===== config.mk =====
export PLATFORM = sky130hd
export DESIGN_NAME = base32_stream_decoder_flat
export DESIGN_NICKNAME = d
export VERILOG_FILES = /design/src/sv/b32d_pkg.sv /design/src/sv/b32d_if.sv /design/src/sv/base32_stream_decoder.sv /design/src/sv/b32d_decode_core.sv /design/src/sv/b32d_result_fifo.sv /design/src/flat_wrapper.sv
export SDC_FILE = /design/constraint.sdc
export NUM_CORES = 1
export LEC_CHECK = 0
export BUFFER_PORTS_ARGS = -buffer_cell sky130_fd_sc_hd__buf_2
export CORE_ASPECT_RATIO = 0.7
export CORE_MARGIN = 2
export CORE_UTILIZATION = 55
export CTS_BUF_LIST = sky130_fd_sc_hd__clkbuf_8 sky130_fd_sc_hd__clkbuf_16
export CTS_CLUSTER_SIZE = 40
export DETAILED_ROUTE_END_ITERATION = 8
export PLACE_DENSITY = 0.81
export SYNTH_ARGS = -nofsm -noshare
export SYNTH_HDL_FRONTEND = slang
export SYNTH_HIERARCHICAL = 1
export SYNTH_SLANG_ARGS = --single-unit

===== constraint.sdc =====
create_clock -name clk -period 8.21 [get_ports clk]
set_clock_uncertainty 0.05 [all_clocks]
set_input_delay 0.4105 -clock clk [delete_from_list [all_inputs] [get_ports clk]]
set_output_delay 0.4105 -clock clk [all_outputs]
set_load 0.05 [all_outputs]

===== src/sv/b32d_pkg.sv =====
// shared types, constants and the character classifier for the base32 decoder
`default_nettype none

package b32d_pkg;

  localparam int COUNT_BITS_DEF = 16;
  // result queue depth, power of two, room for two items in flight
  localparam int RES_DEPTH = 8;

  localparam logic [7:0] PAD_CHAR = 8'h3D;

  // class codes above the 0..31 symbol values
  localparam logic [5:0] CLS_SPACE = 6'd32;
  localparam logic [5:0] CLS_PAD   = 6'd33;
  localparam logic [5:0] CLS_BAD   = 6'd34;

  localparam logic KIND_DATA   = 1'b0;
  localparam logic KIND_STATUS = 1'b1;

  typedef struct packed {
    logic        kind;
    logic [7:0]  data_byte;
    logic        status;
    logic [15:0] byte_count;
  } res_t;

  typedef struct packed {
    logic first;
    logic second;
  } push_t;

  function automatic logic [5:0] classify(input logic [7:0] c);
    logic [5:0] cls;
    cls = CLS_BAD;
    if (c >= 8'h41 && c <= 8'h5A) begin
      cls = 6'(c - 8'h41);
    end else if (c >= 8'h61 && c <= 8'h7A) begin
      cls = 6'(c - 8'h61);
    end else if (c >= 8'h32 && c <= 8'h37) begin
      cls = 6'(c - 8'h32 + 8'd26);
    end else if ((c >= 8'd9 && c <= 8'd13) || c == 8'd32) begin
      cls = CLS_SPACE;
    end else if (c == PAD_CHAR) begin
      cls = CLS_PAD;
    end
    return cls;
  endfunction

endpackage

`default_nettype wire


===== src/sv/b32d_if.sv =====
// valid/ready channel interfaces for input words and result words
`default_nettype none

interface b32d_in_if;
  logic       valid;
  logic       ready;
  logic [7:0] char_code;
  logic       end_of_text;

  modport source (output valid, output char_code, output end_of_text, input ready);
  modport sink   (input valid, input char_code, input end_of_text, output ready);
endinterface

interface b32d_out_if;
  logic        valid;
  logic        ready;
  logic        kind;
  logic [7:0]  data_byte;
  logic        status;
  logic [15:0] byte_count;

  modport source (output valid, output kind, output data_byte, output status,
                  output byte_count, input ready);
  modport sink   (input valid, input kind, input data_byte, input status,
                  input byte_count, output ready);
endinterface

`default_nettype wire


===== src/sv/base32_stream_decoder.sv =====
// base32 stream decoder top level: input channel, decode core, result queue
// Usage:
//   in_ch carries one character word per handshake (char_code, end_of_text).
//   Letters of either case and digits 2-7 decode to five bits each; every
//   completed byte leaves on out_ch as a data word (kind 0). The word marked
//   end_of_text also produces a status word (kind 1) with the error flag and
//   the saturated byte count, after any data byte it completes.
//   Path: an accepted input word passes the input register and then the
//   result queue before its results appear on out_ch.
//   Throughput: one input word per cycle while in_ch ready stays high; a
//   final word that also completes a byte yields two results, which leave
//   the single-ported output of the result queue one after the other.
//   Reset (rst_n low, synchronous) empties the queue and clears the residue,
//   padding, error and byte count state.
//   When the receiver stalls, results collect in an eight-entry queue; in_ch
//   ready drops once fewer than four free entries remain after the word in
//   progress, so nothing is lost.
`default_nettype none

module base32_stream_decoder #(
  parameter int COUNT_BITS = b32d_pkg::COUNT_BITS_DEF
) (
  input  wire logic   clk,
  input  wire logic   rst_n,
  b32d_in_if.sink     in_ch,
  b32d_out_if.source  out_ch
);

  localparam int DEPTH = b32d_pkg::RES_DEPTH;
  localparam int CW    = $clog2(DEPTH + 1);

  logic            in_fire;
  logic            busy;
  logic            pop;
  logic            not_empty;
  logic [CW-1:0]   count;
  logic [CW:0]     reserved;
  b32d_pkg::push_t push;
  b32d_pkg::res_t  res_a, res_b, head;

  // keep room for the word in the input register plus a new one
  assign reserved    = (CW+1)'(count) + (busy ? (CW+1)'(2) : (CW+1)'(0));
  assign in_ch.ready = (reserved <= (CW+1)'(DEPTH - 4));
  assign in_fire     = in_ch.valid && in_ch.ready;
  assign pop         = out_ch.valid && out_ch.ready;

  b32d_decode_core #(
    .COUNT_BITS(COUNT_BITS)
  ) u_core (
    .clk     (clk),
    .rst_n   (rst_n),
    .in_fire (in_fire),
    .in_char (in_ch.char_code),
    .in_eot  (in_ch.end_of_text),
    .busy    (busy),
    .push    (push),
    .res_a   (res_a),
    .res_b   (res_b)
  );

  b32d_result_fifo u_fifo (
    .clk       (clk),
    .rst_n     (rst_n),
    .push      (push),
    .res_a     (res_a),
    .res_b     (res_b),
    .pop       (pop),
    .not_empty (not_empty),
    .head      (head),
    .count     (count)
  );

  assign out_ch.valid      = not_empty;
  assign out_ch.kind       = head.kind;
  assign out_ch.data_byte  = head.data_byte;
  assign out_ch.status     = head.status;
  assign out_ch.byte_count = head.byte_count;

  a_no_overflow: assert property (@(posedge clk) disable iff (!rst_n)
    count <= CW'(DEPTH))
    else $error("result queue overflow");

  a_second_needs_first: assert property (@(posedge clk) disable iff (!rst_n)
    push.second |-> push.first)
    else $error("second result pushed without first");

  a_eot_gives_status: assert property (@(posedge clk) disable iff (!rst_n)
    (in_fire && in_ch.end_of_text) |=> push.first)
    else $error("end of message produced no status word");

  a_status_last: assert property (@(posedge clk) disable iff (!rst_n)
    push.second |-> (res_b.kind == b32d_pkg::KIND_STATUS &&
                     res_a.kind == b32d_pkg::KIND_DATA))
    else $error("two results out of order");

endmodule

`default_nettype wire


===== src/sv/b32d_decode_core.sv =====
// input register, decode state and per-word result generation
`default_nettype none

module b32d_decode_core #(
  parameter int COUNT_BITS = b32d_pkg::COUNT_BITS_DEF
) (
  input  wire logic           clk,
  input  wire logic           rst_n,
  input  wire logic           in_fire,
  input  wire logic [7:0]     in_char,
  input  wire logic           in_eot,
  output logic                busy,
  output b32d_pkg::push_t     push,
  output b32d_pkg::res_t      res_a,
  output b32d_pkg::res_t      res_b
);

  logic                  s1_valid_r;
  logic [7:0]            s1_char_r;
  logic                  s1_eot_r;

  logic [6:0]            residue_bits_r, residue_bits_nxt;
  logic [2:0]            residue_count_r, residue_count_nxt;
  logic                  padding_seen_r, padding_seen_nxt;
  logic                  error_flag_r, error_flag_nxt;
  logic [COUNT_BITS-1:0] bytes_out_r, bytes_out_nxt;

  logic [5:0]            cls;
  logic [11:0]           sh_buf;
  logic [3:0]            sh_cnt;
  logic                  data_hit;
  logic [7:0]            byte_val;
  logic                  err_seen;
  logic [COUNT_BITS-1:0] bytes_seen;
  logic [15:0]           rep_count;

  assign busy = s1_valid_r;
  assign cls  = b32d_pkg::classify(s1_char_r);

  always_ff @(posedge clk) begin
    if (!rst_n) begin
      s1_valid_r <= 1'b0;
    end else begin
      s1_valid_r <= in_fire;
    end
    if (in_fire) begin
      s1_char_r <= in_char;
      s1_eot_r  <= in_eot;
    end
  end

  always_comb begin
    err_seen       = error_flag_r;
    bytes_seen     = bytes_out_r;
    residue_bits_nxt  = residue_bits_r;
    residue_count_nxt = residue_count_r;
    padding_seen_nxt  = padding_seen_r;
    sh_buf   = {residue_bits_r, cls[4:0]};
    sh_cnt   = 4'({1'b0, residue_count_r} + 4'd5);
    data_hit = 1'b0;
    byte_val = 8'h00;
    if (s1_valid_r && !error_flag_r) begin
      if (padding_seen_r) begin
        if (cls != b32d_pkg::CLS_PAD) err_seen = 1'b1;
      end else if (cls == b32d_pkg::CLS_PAD) begin
        padding_seen_nxt = 1'b1;
      end else if (cls == b32d_pkg::CLS_BAD) begin
        err_seen = 1'b1;
      end else if (cls < b32d_pkg::CLS_SPACE) begin
        if (sh_cnt >= 4'd8) begin
          sh_cnt   = sh_cnt - 4'd8;
          data_hit = 1'b1;
          byte_val = 8'(sh_buf >> sh_cnt);
          sh_buf   = sh_buf & 12'((12'd1 << sh_cnt) - 12'd1);
          if (bytes_out_r != '1) bytes_seen = bytes_out_r + 1'b1;
        end
        residue_bits_nxt  = sh_buf[6:0];
        residue_count_nxt = sh_cnt[2:0];
      end
    end
    error_flag_nxt = err_seen;
    bytes_out_nxt  = bytes_seen;
    // end of message clears everything for the next one
    if (s1_valid_r && s1_eot_r) begin
      residue_bits_nxt  = '0;
      residue_count_nxt = '0;
      padding_seen_nxt  = 1'b0;
      error_flag_nxt    = 1'b0;
      bytes_out_nxt     = '0;
    end
  end

  generate
    if (COUNT_BITS > 16) begin : g_clamp
      assign rep_count = (bytes_seen > COUNT_BITS'(16'hFFFF)) ? 16'hFFFF
                                                               : bytes_seen[15:0];
    end else begin : g_wide
      assign rep_count = 16'(bytes_seen);
    end
  endgenerate

  always_ff @(posedge clk) begin
    if (!rst_n) begin
      residue_bits_r  <= '0;
      residue_count_r <= '0;
      padding_seen_r  <= 1'b0;
      error_flag_r    <= 1'b0;
      bytes_out_r     <= '0;
    end else begin
      residue_bits_r  <= residue_bits_nxt;
      residue_count_r <= residue_count_nxt;
      padding_seen_r  <= padding_seen_nxt;
      error_flag_r    <= error_flag_nxt;
      bytes_out_r     <= bytes_out_nxt;
    end
  end

  always_comb begin
    res_b.kind       = b32d_pkg::KIND_STATUS;
    res_b.data_byte  = 8'h00;
    res_b.status     = err_seen;
    res_b.byte_count = rep_count;
    if (data_hit) begin
      res_a.kind       = b32d_pkg::KIND_DATA;
      res_a.data_byte  = byte_val;
      res_a.status     = 1'b0;
      res_a.byte_count = 16'h0000;
    end else begin
      res_a = res_b;
    end
    push.first  = s1_valid_r && (data_hit || s1_eot_r);
    push.second = s1_valid_r && data_hit && s1_eot_r;
  end

endmodule

`default_nettype wire


===== src/sv/b32d_result_fifo.sv =====
// result queue taking up to two results per cycle and giving one
`default_nettype none

module b32d_result_fifo (
  input  wire logic            clk,
  input  wire logic            rst_n,
  input  wire b32d_pkg::push_t push,
  input  wire b32d_pkg::res_t  res_a,
  input  wire b32d_pkg::res_t  res_b,
  input  wire logic            pop,
  output logic                 not_empty,
  output b32d_pkg::res_t       head,
  output logic [$clog2(b32d_pkg::RES_DEPTH+1)-1:0] count
);

  localparam int DEPTH = b32d_pkg::RES_DEPTH;
  localparam int PW    = $clog2(DEPTH);
  localparam int CW    = $clog2(DEPTH + 1);

  b32d_pkg::res_t mem_r [DEPTH];
  logic [PW-1:0]  wr_ptr_r, wr_ptr_nxt;
  logic [PW-1:0]  rd_ptr_r;
  logic [CW-1:0]  count_r, count_nxt;
  logic [PW-1:0]  wr_next_slot;

  assign wr_next_slot = wr_ptr_r + 1'b1;
  assign not_empty    = (count_r != '0);
  assign head         = mem_r[rd_ptr_r];
  assign count        = count_r;

  always_comb begin
    wr_ptr_nxt = wr_ptr_r + PW'(push.first) + PW'(push.second);
    count_nxt  = count_r + CW'(push.first) + CW'(push.second) - CW'(pop);
  end

  always_ff @(posedge clk) begin
    if (!rst_n) begin
      wr_ptr_r <= '0;
      rd_ptr_r <= '0;
      count_r  <= '0;
    end else begin
      wr_ptr_r <= wr_ptr_nxt;
      count_r  <= count_nxt;
      if (pop) rd_ptr_r <= rd_ptr_r + 1'b1;
    end
    if (push.first)  mem_r[wr_ptr_r]     <= res_a;
    if (push.second) mem_r[wr_next_slot] <= res_b;
  end

endmodule

`default_nettype wire


===== src/flat_wrapper.sv =====
// flat-port wrapper written by rule: the top's interface ports become plain ports
module base32_stream_decoder_flat 
#(
  parameter int COUNT_BITS = b32d_pkg::COUNT_BITS_DEF
)
  (clk, rst_n, in_ch_valid, in_ch_char_code, in_ch_end_of_text, in_ch_ready, out_ch_valid, out_ch_kind, out_ch_data_byte, out_ch_status, out_ch_byte_count, out_ch_ready);
  b32d_in_if in_ch_i ();
  b32d_out_if out_ch_i ();
  input  wire logic clk;
  input  wire logic rst_n;
  input wire logic [$bits(in_ch_i.valid)-1:0] in_ch_valid;
  input wire logic [$bits(in_ch_i.char_code)-1:0] in_ch_char_code;
  input wire logic [$bits(in_ch_i.end_of_text)-1:0] in_ch_end_of_text;
  output wire logic [$bits(in_ch_i.ready)-1:0] in_ch_ready;
  output wire logic [$bits(out_ch_i.valid)-1:0] out_ch_valid;
  output wire logic [$bits(out_ch_i.kind)-1:0] out_ch_kind;
  output wire logic [$bits(out_ch_i.data_byte)-1:0] out_ch_data_byte;
  output wire logic [$bits(out_ch_i.status)-1:0] out_ch_status;
  output wire logic [$bits(out_ch_i.byte_count)-1:0] out_ch_byte_count;
  input wire logic [$bits(out_ch_i.ready)-1:0] out_ch_ready;
  assign in_ch_i.valid = in_ch_valid;
  assign in_ch_i.char_code = in_ch_char_code;
  assign in_ch_i.end_of_text = in_ch_end_of_text;
  assign in_ch_ready = in_ch_i.ready;
  assign out_ch_valid = out_ch_i.valid;
  assign out_ch_kind = out_ch_i.kind;
  assign out_ch_data_byte = out_ch_i.data_byte;
  assign out_ch_status = out_ch_i.status;
  assign out_ch_byte_count = out_ch_i.byte_count;
  assign out_ch_i.ready = out_ch_ready;
  base32_stream_decoder #(.COUNT_BITS(COUNT_BITS)) u_core (.clk(clk), .rst_n(rst_n), .in_ch(in_ch_i), .out_ch(out_ch_i));
endmodule

* Yosys cells after proc, flatten, opt, wreduce, memory -nomap -nowiden
Memory sizes are Yosys's and may differ from the RTL's. A register that Yosys moved wholly into a read port is not among the register bits.
Cells that the tools add are included.
** Operators by class
- $add $sub $neg :: 16
- Order comparisons :: 11
- Eq/ne operators :: 6
- Shifts and indexed selects :: 2
- Mux-type cells :: 41
- Bitwise logic cells :: 5
- Reduce and logical (&&, ||, !) cells :: 17
** Operators with widths (count)
- two-way mux 16 bit :: 7
- two-way mux 8 bit :: 6
- two-way mux 26 bit :: 1
- two-way mux 6 bit :: 3
- two-way mux 1 bit :: 17
- adder 16 x 1 -> 16 bit, second input constant :: 1
- == test 8 x 6 -> 1 bit, second input constant :: 2
- >= comparator 8 x 7 -> 1 bit, second input constant :: 2
- less-or-equal comparator 8 x 7 -> 1 bit, second input constant :: 2
- != test 16 bit, second input constant :: 1
- == test 6 bit, second input constant :: 2
- >> shifter 12 x 4 -> 8 bit :: 1
- subtractor 6 bit, second input constant :: 2
- logical AND 1 bit :: 11
- two-way mux 3 bit :: 3
- adder 4 x 1 -> 4 bit :: 2
- >= comparator 8 x 4 -> 1 bit, second input constant :: 1
- >= comparator 8 x 6 -> 1 bit, second input constant :: 1
- less-or-equal comparator 8 x 4 -> 1 bit, second input constant :: 1
- less-or-equal comparator 8 x 6 -> 1 bit, second input constant :: 1
- bitwise AND 7 bit :: 1
- two-way mux 7 bit :: 1
- left shift 1 x 4 -> 7 bit, first input constant :: 1
- subtractor 7 x 1 -> 7 bit, second input constant :: 1
- 19 further kinds :: 27
** Word-level totals
- Flip-flop bits (word level) :: 48
- RAM bits :: 208
- Input bits :: 13
- Memories :: 1
** Memory list
- u_core.u_fifo.mem_r :: words 8, width 26, rd ports 1, clocked after memory_dff 1, write ports 2, line b32d_result_fifo.sv:20 : b32d_pkg::res_t mem_r [DEPTH];

* Depth between registers and ports, before layout
- Depth after elaboration :: 18
- Gate-level depth with buffers :: 17
- Mapped depth without buffers :: 15

* By module
The synthesis kept the hierarchy.
** Modules (own cells, without submodules)
- b32d_result_fifo :: times used 1, cells each 611, area each 11014.3 µm²
- b32d_decode_core :: times used 1, cells each 384, area each 3065.4 µm²
- base32_stream_decoder :: times used 1, cells each 9, area each 71.3 µm²

* Least setup slack after synthesis
OpenSTA, ideal clock, no wires.
- Path kind :: register to register
- Start :: register u_core.u_core.s1_char_r[3]
- End :: memory u_core/u_fifo/mem_r[0][0] in the netlist's numbering, enable pin
- Setup time :: 451 ps
- Arrival :: 4768 ps
- Data required time :: 7709 ps
- Slack :: 2941 ps
- Stages on the path, launching flop included :: 14
- Path buffers :: 3
- Cell sequence :: edfxtp_1 > buf_2 > inv_1 > ha_1 > or4b_4 > a211oi_4 > and2_2 > o211a_4 > inv_2 > buf_2 > buf_1 > nand2_1 > nand2_1 > o32ai_1
** RTL lines
- start, declared :: line b32d_decode_core.sv:19 : logic [7:0] s1_char_r;
- start signal, assigned :: line b32d_decode_core.sv:47 : s1_char_r <= in_char;
- end, declared :: line b32d_result_fifo.sv:20

==> impl_metrics.py <==
metrics = {
    "run_status": {
        "status": "finished, final reports clean",
    },
    "floorplan": {
        "rows": 49,
        "coreArea_um2": 25500,
        "fp.dieH_um": 138,
        "dieArea_um2": 27000,
        "die_width_um": 196,
        "initial_core_util_pct": 55.5,
        "num_io_pins": 41,
    },
    "place": {
        "place_area_um2": 14700,
        "io_buffer_count": 40,
        "dp_hpwl_um": 20700,
        "place.gp.congestion": 0.870,
    },
    "route": {
        "drtAntennaViolNets": 0,
        "drtIter0Drc": 1021,
        "vias_per_cell": 6.39,
        "vias": 8858,
        "dr.pass1.iters": 5,
        "route.detailed.drc": 0,
        "wl_um": 32200,
        "wire_per_inst_um": 23.2,
    },
    "synth": {
        "netlist_instances": 1004,
        "synth-compound-area-share_pct": 5.32,
        "yosysSeqAreaShare_pct": 52.0,
        "synth_top_area_share_pct": 46.0,
        "yosys.area.top_type": "edfxtp_1",
        "ys_types": 74,
        "ys.flop_type": "edfxtp_1",
        "synth_xor_area_share_pct": 1.10,
        "synth_edf_count": 217,
        "synth_common_cells": "236 x mux2_2, 217 x edfxtp_1, 55 x mux4_2, 52 x nand2_1, 42 x dfxtp_1",
        "synthMuxAreaShare_pct": 28.3,
        "synthTopCellsByArea": "edfxtp_1 46%, mux2_2 19%, mux4_2 8.8%",
        "synth-simple-area-share_pct": 7.74,
        "synthAdderAreaFrac_pct": 2.55,
        "synth_top_family_by_area": "multiplexers",
        "yosysMostFrequentCell": "mux2_2",
        "yosysWarningCount": 6,
        "synth.avg_cell_area_um2": 14.1,
        "synth_seq_cells": 259,
        "async_reset_ff_share_pct": 0,
        "mappedNetlistArea_um2": 14200,
    },
    "finish": {
        "n_antenna_cell": 0,
        "utilization_pct": 61.3,
        "layout.nets": 1076,
        "multi_input_area_um2": 6520,
        "ff_latch_area_um2": 7360,
        "syn_to_final_growth_pct": 10.4,
        "final_area_um2": 15600,
        "layout-drive-gt1-share_pct": 39.6,
        "fillCellCount": 1873,
    },
    "power": {
        "power.switching_mw": 1.07,
        "comb_power_share_pct": 23.5,
        "p_leak_nw": 5.39,
        "power_frac_seq_pct": 42.8,
        "internal-power_mw": 2.44,
        "clockPowerShare_pct": 33.6,
        "total_power_mw": 3.52,
        "vdd_drop_max_v": 0.000163,
        "swShare_pct": 30.5,
        "powerDensity_nw_per_um2": 225,
    },
    "global_route": {
        "grt_use_total_pct": 24.4,
        "grt_pass1_vias": 8795,
        "overflow": 0,
        "grt_pass1_wl_um": 50800,
        "grt_antenna_before_repair": 0,
        "grt_max_degree": 53,
    },
    "clock_tree": {
        "cts_root_buf": "clkbuf_16",
        "worstSkewPairLatency_ns": 0.54,
        "cts.sinks": 259,
        "cts_buffer_depth": 3,
        "postCtsHoldBufs": 9,
        "ctsResizeCount": 0,
        "path_clk_slew_ns": 0.06,
        "h-tree-depth": 1,
        "cts_buffers": 26,
        "cts_setup_buffers": 0,
        "cts_tree": "yes",
    },
    "hold_path": {
        "hold_path.class": "primary input to register",
    },
    "worst_setup_path": {
        "crit_chain": "clkinv_1 -> o21ai_0 -> o211a_4 -> and2_1 -> nor3b_1 -> nand2_2 -> o21ai_4",
        "cp-end-kind": "register",
        "worst-path-buf-inv": 1,
        "cp_top_family": "compound AO/OA/AOI/OAI gates",
        "critPathArrivalTime_ns": 4.80,
        "critical-path-max-stage-delay_ns": 0.80,
        "critPathKind": "register to register",
        "cp-start-kind": "register",
        "cp_slowest_cell": "dfxtp_1",
        "crit_required_ns": 8.32,
        "crit_path_max_fanout": 27,
    },
    "sta": {
        "hold_violations": 0,
        "max-slew-margin-rel_pct": 20.9,
        "finalSetupViolCount": 0,
        "grt_setup_unrepaired": "no",
        "timing.hold.ws_ns": 0.201,
        "min_period_over_period_pct": 57.1,
        "tightest_slew_ns": 1.18,
        "tns_ns": 0,
        "fin_crit_ns": 4.69,
        "slew_viol_final": 0,
        "max_freq_mhz": 213,
    },
    "flow_run": {
        "maxCapViolCount": 0,
    },
}
-- flip-flops by register name, indices dropped and copies added, names as in the netlist, named ones only --
register,cells
u_core/u_core/residue_bits_r,7
u_core/u_core/residue_count_r,3
u_core/u_core/busy,1
u_core/u_core/bytes_out_r,16
u_core/u_core/s1_eot_r,1
u_core/u_fifo/mem_r,208
u_core/u_fifo/wr_ptr_r,3
u_core/u_fifo/rd_ptr_r,3
u_core/u_fifo/count,4
u_core/u_core/padding_seen_r,1
u_core/u_core/s1_char_r,8
u_core/u_core/error_flag_r,1
-- through the flow --
stage,cells,setup WS [ns]
after detailed placement,1330,3.69
after CTS,1387,3.58
final,1387,3.52
after floorplan,1011,2.94
after global placement,1330,3.81
after global routing,1387,3.22
-- final timing paths --
kind	slack [ns]	end	start	cells after the start
max	3.52	u_core/u_fifo/mem_r[5][20]	u_core/u_core/residue_count_r[0]	7
min	0.20	u_core/u_fifo/count[3]	rst_n	3
max reg2reg	3.52	u_core/u_fifo/mem_r[5][20]	u_core/u_core/residue_count_r[0]	7
min reg2reg	0.44	u_core/u_core/residue_count_r[2]	u_core/u_core/residue_count_r[2]	2
-- kinds of logic (layout without fill, tap and decap cells) --
kind of cell / count (synthesis) / after routing
other: 2 / 9
and+or+nand+nor: 197 / 197
AOI/OAI and AO/OA: 112 / 112
DFF: 259 / 259
muxes: 302 / 302
xor gates and xnor gates: 16 / 16
adders and majority gates: 27 / 27
buffers and inverters: 89 / 134
-- tightest hold or removal path: stages --
cell	delay, ns
buf_2	0.18
nand2_1	0.09
mux2i_1	0.05
-- per-layer routing --
layer / track usage [%] / part of all wire, % / vias up
li1: - / - / 3948
met1: 37.5 / 46 / 4493
met2: 36.0 / 44 / 377
met3: 5.10 / 8.6 / 40
met4: 5.14 / 1.7 / 0
met5: 0 / 0 / -
-- layout by cell type (no fill, tap or decap), types with 5 or more instances in the layout --
cell,n
nand3_1,17
nand2_1,52
a31oi_1,5
buf_4,13
buf_2,40
nand2b_1,9
a21oi_1,33
clkinv_1,6
mux2i_1,11
mux4_2,55
conb_1,9
dlygate4sd3_1,9
o211ai_1,7
and2_1,29
dfxtp_1,40
nor3_1,6
nor2b_1,10
edfxtp_1,217
o21a_1,6
inv_1,24
clkinv_2,6
xor2_1,9
xnor2_1,5
o21ai_0,22
and3_1,8
nand4_1,7
or3_1,8
ha_1,24
mux2_2,236
nor2_1,22
clkbuf_16,26
-- layout make-up --
cell class              count  area share (%)
flip-flops and latches    259            47.1
clock buffers              30            4.52
multi-input cells         663            41.7
clock inverters            18           0.953
repair buffers             62            2.48
inverters                  24           0.577
well taps                 331            2.65
-- power by group through the flow --
stage	logic, mW	clock network [mW]	registers [mW]
floorplan	0.670	0	1.51
global placement	0.818	0	1.53
detailed placement	0.825	0	1.53
CTS	0.832	1.20	1.51
global route	0.885	1.25	1.51
finish	0.828	1.18	1.51
No activity file was read; power rests on OpenSTA's default activity.
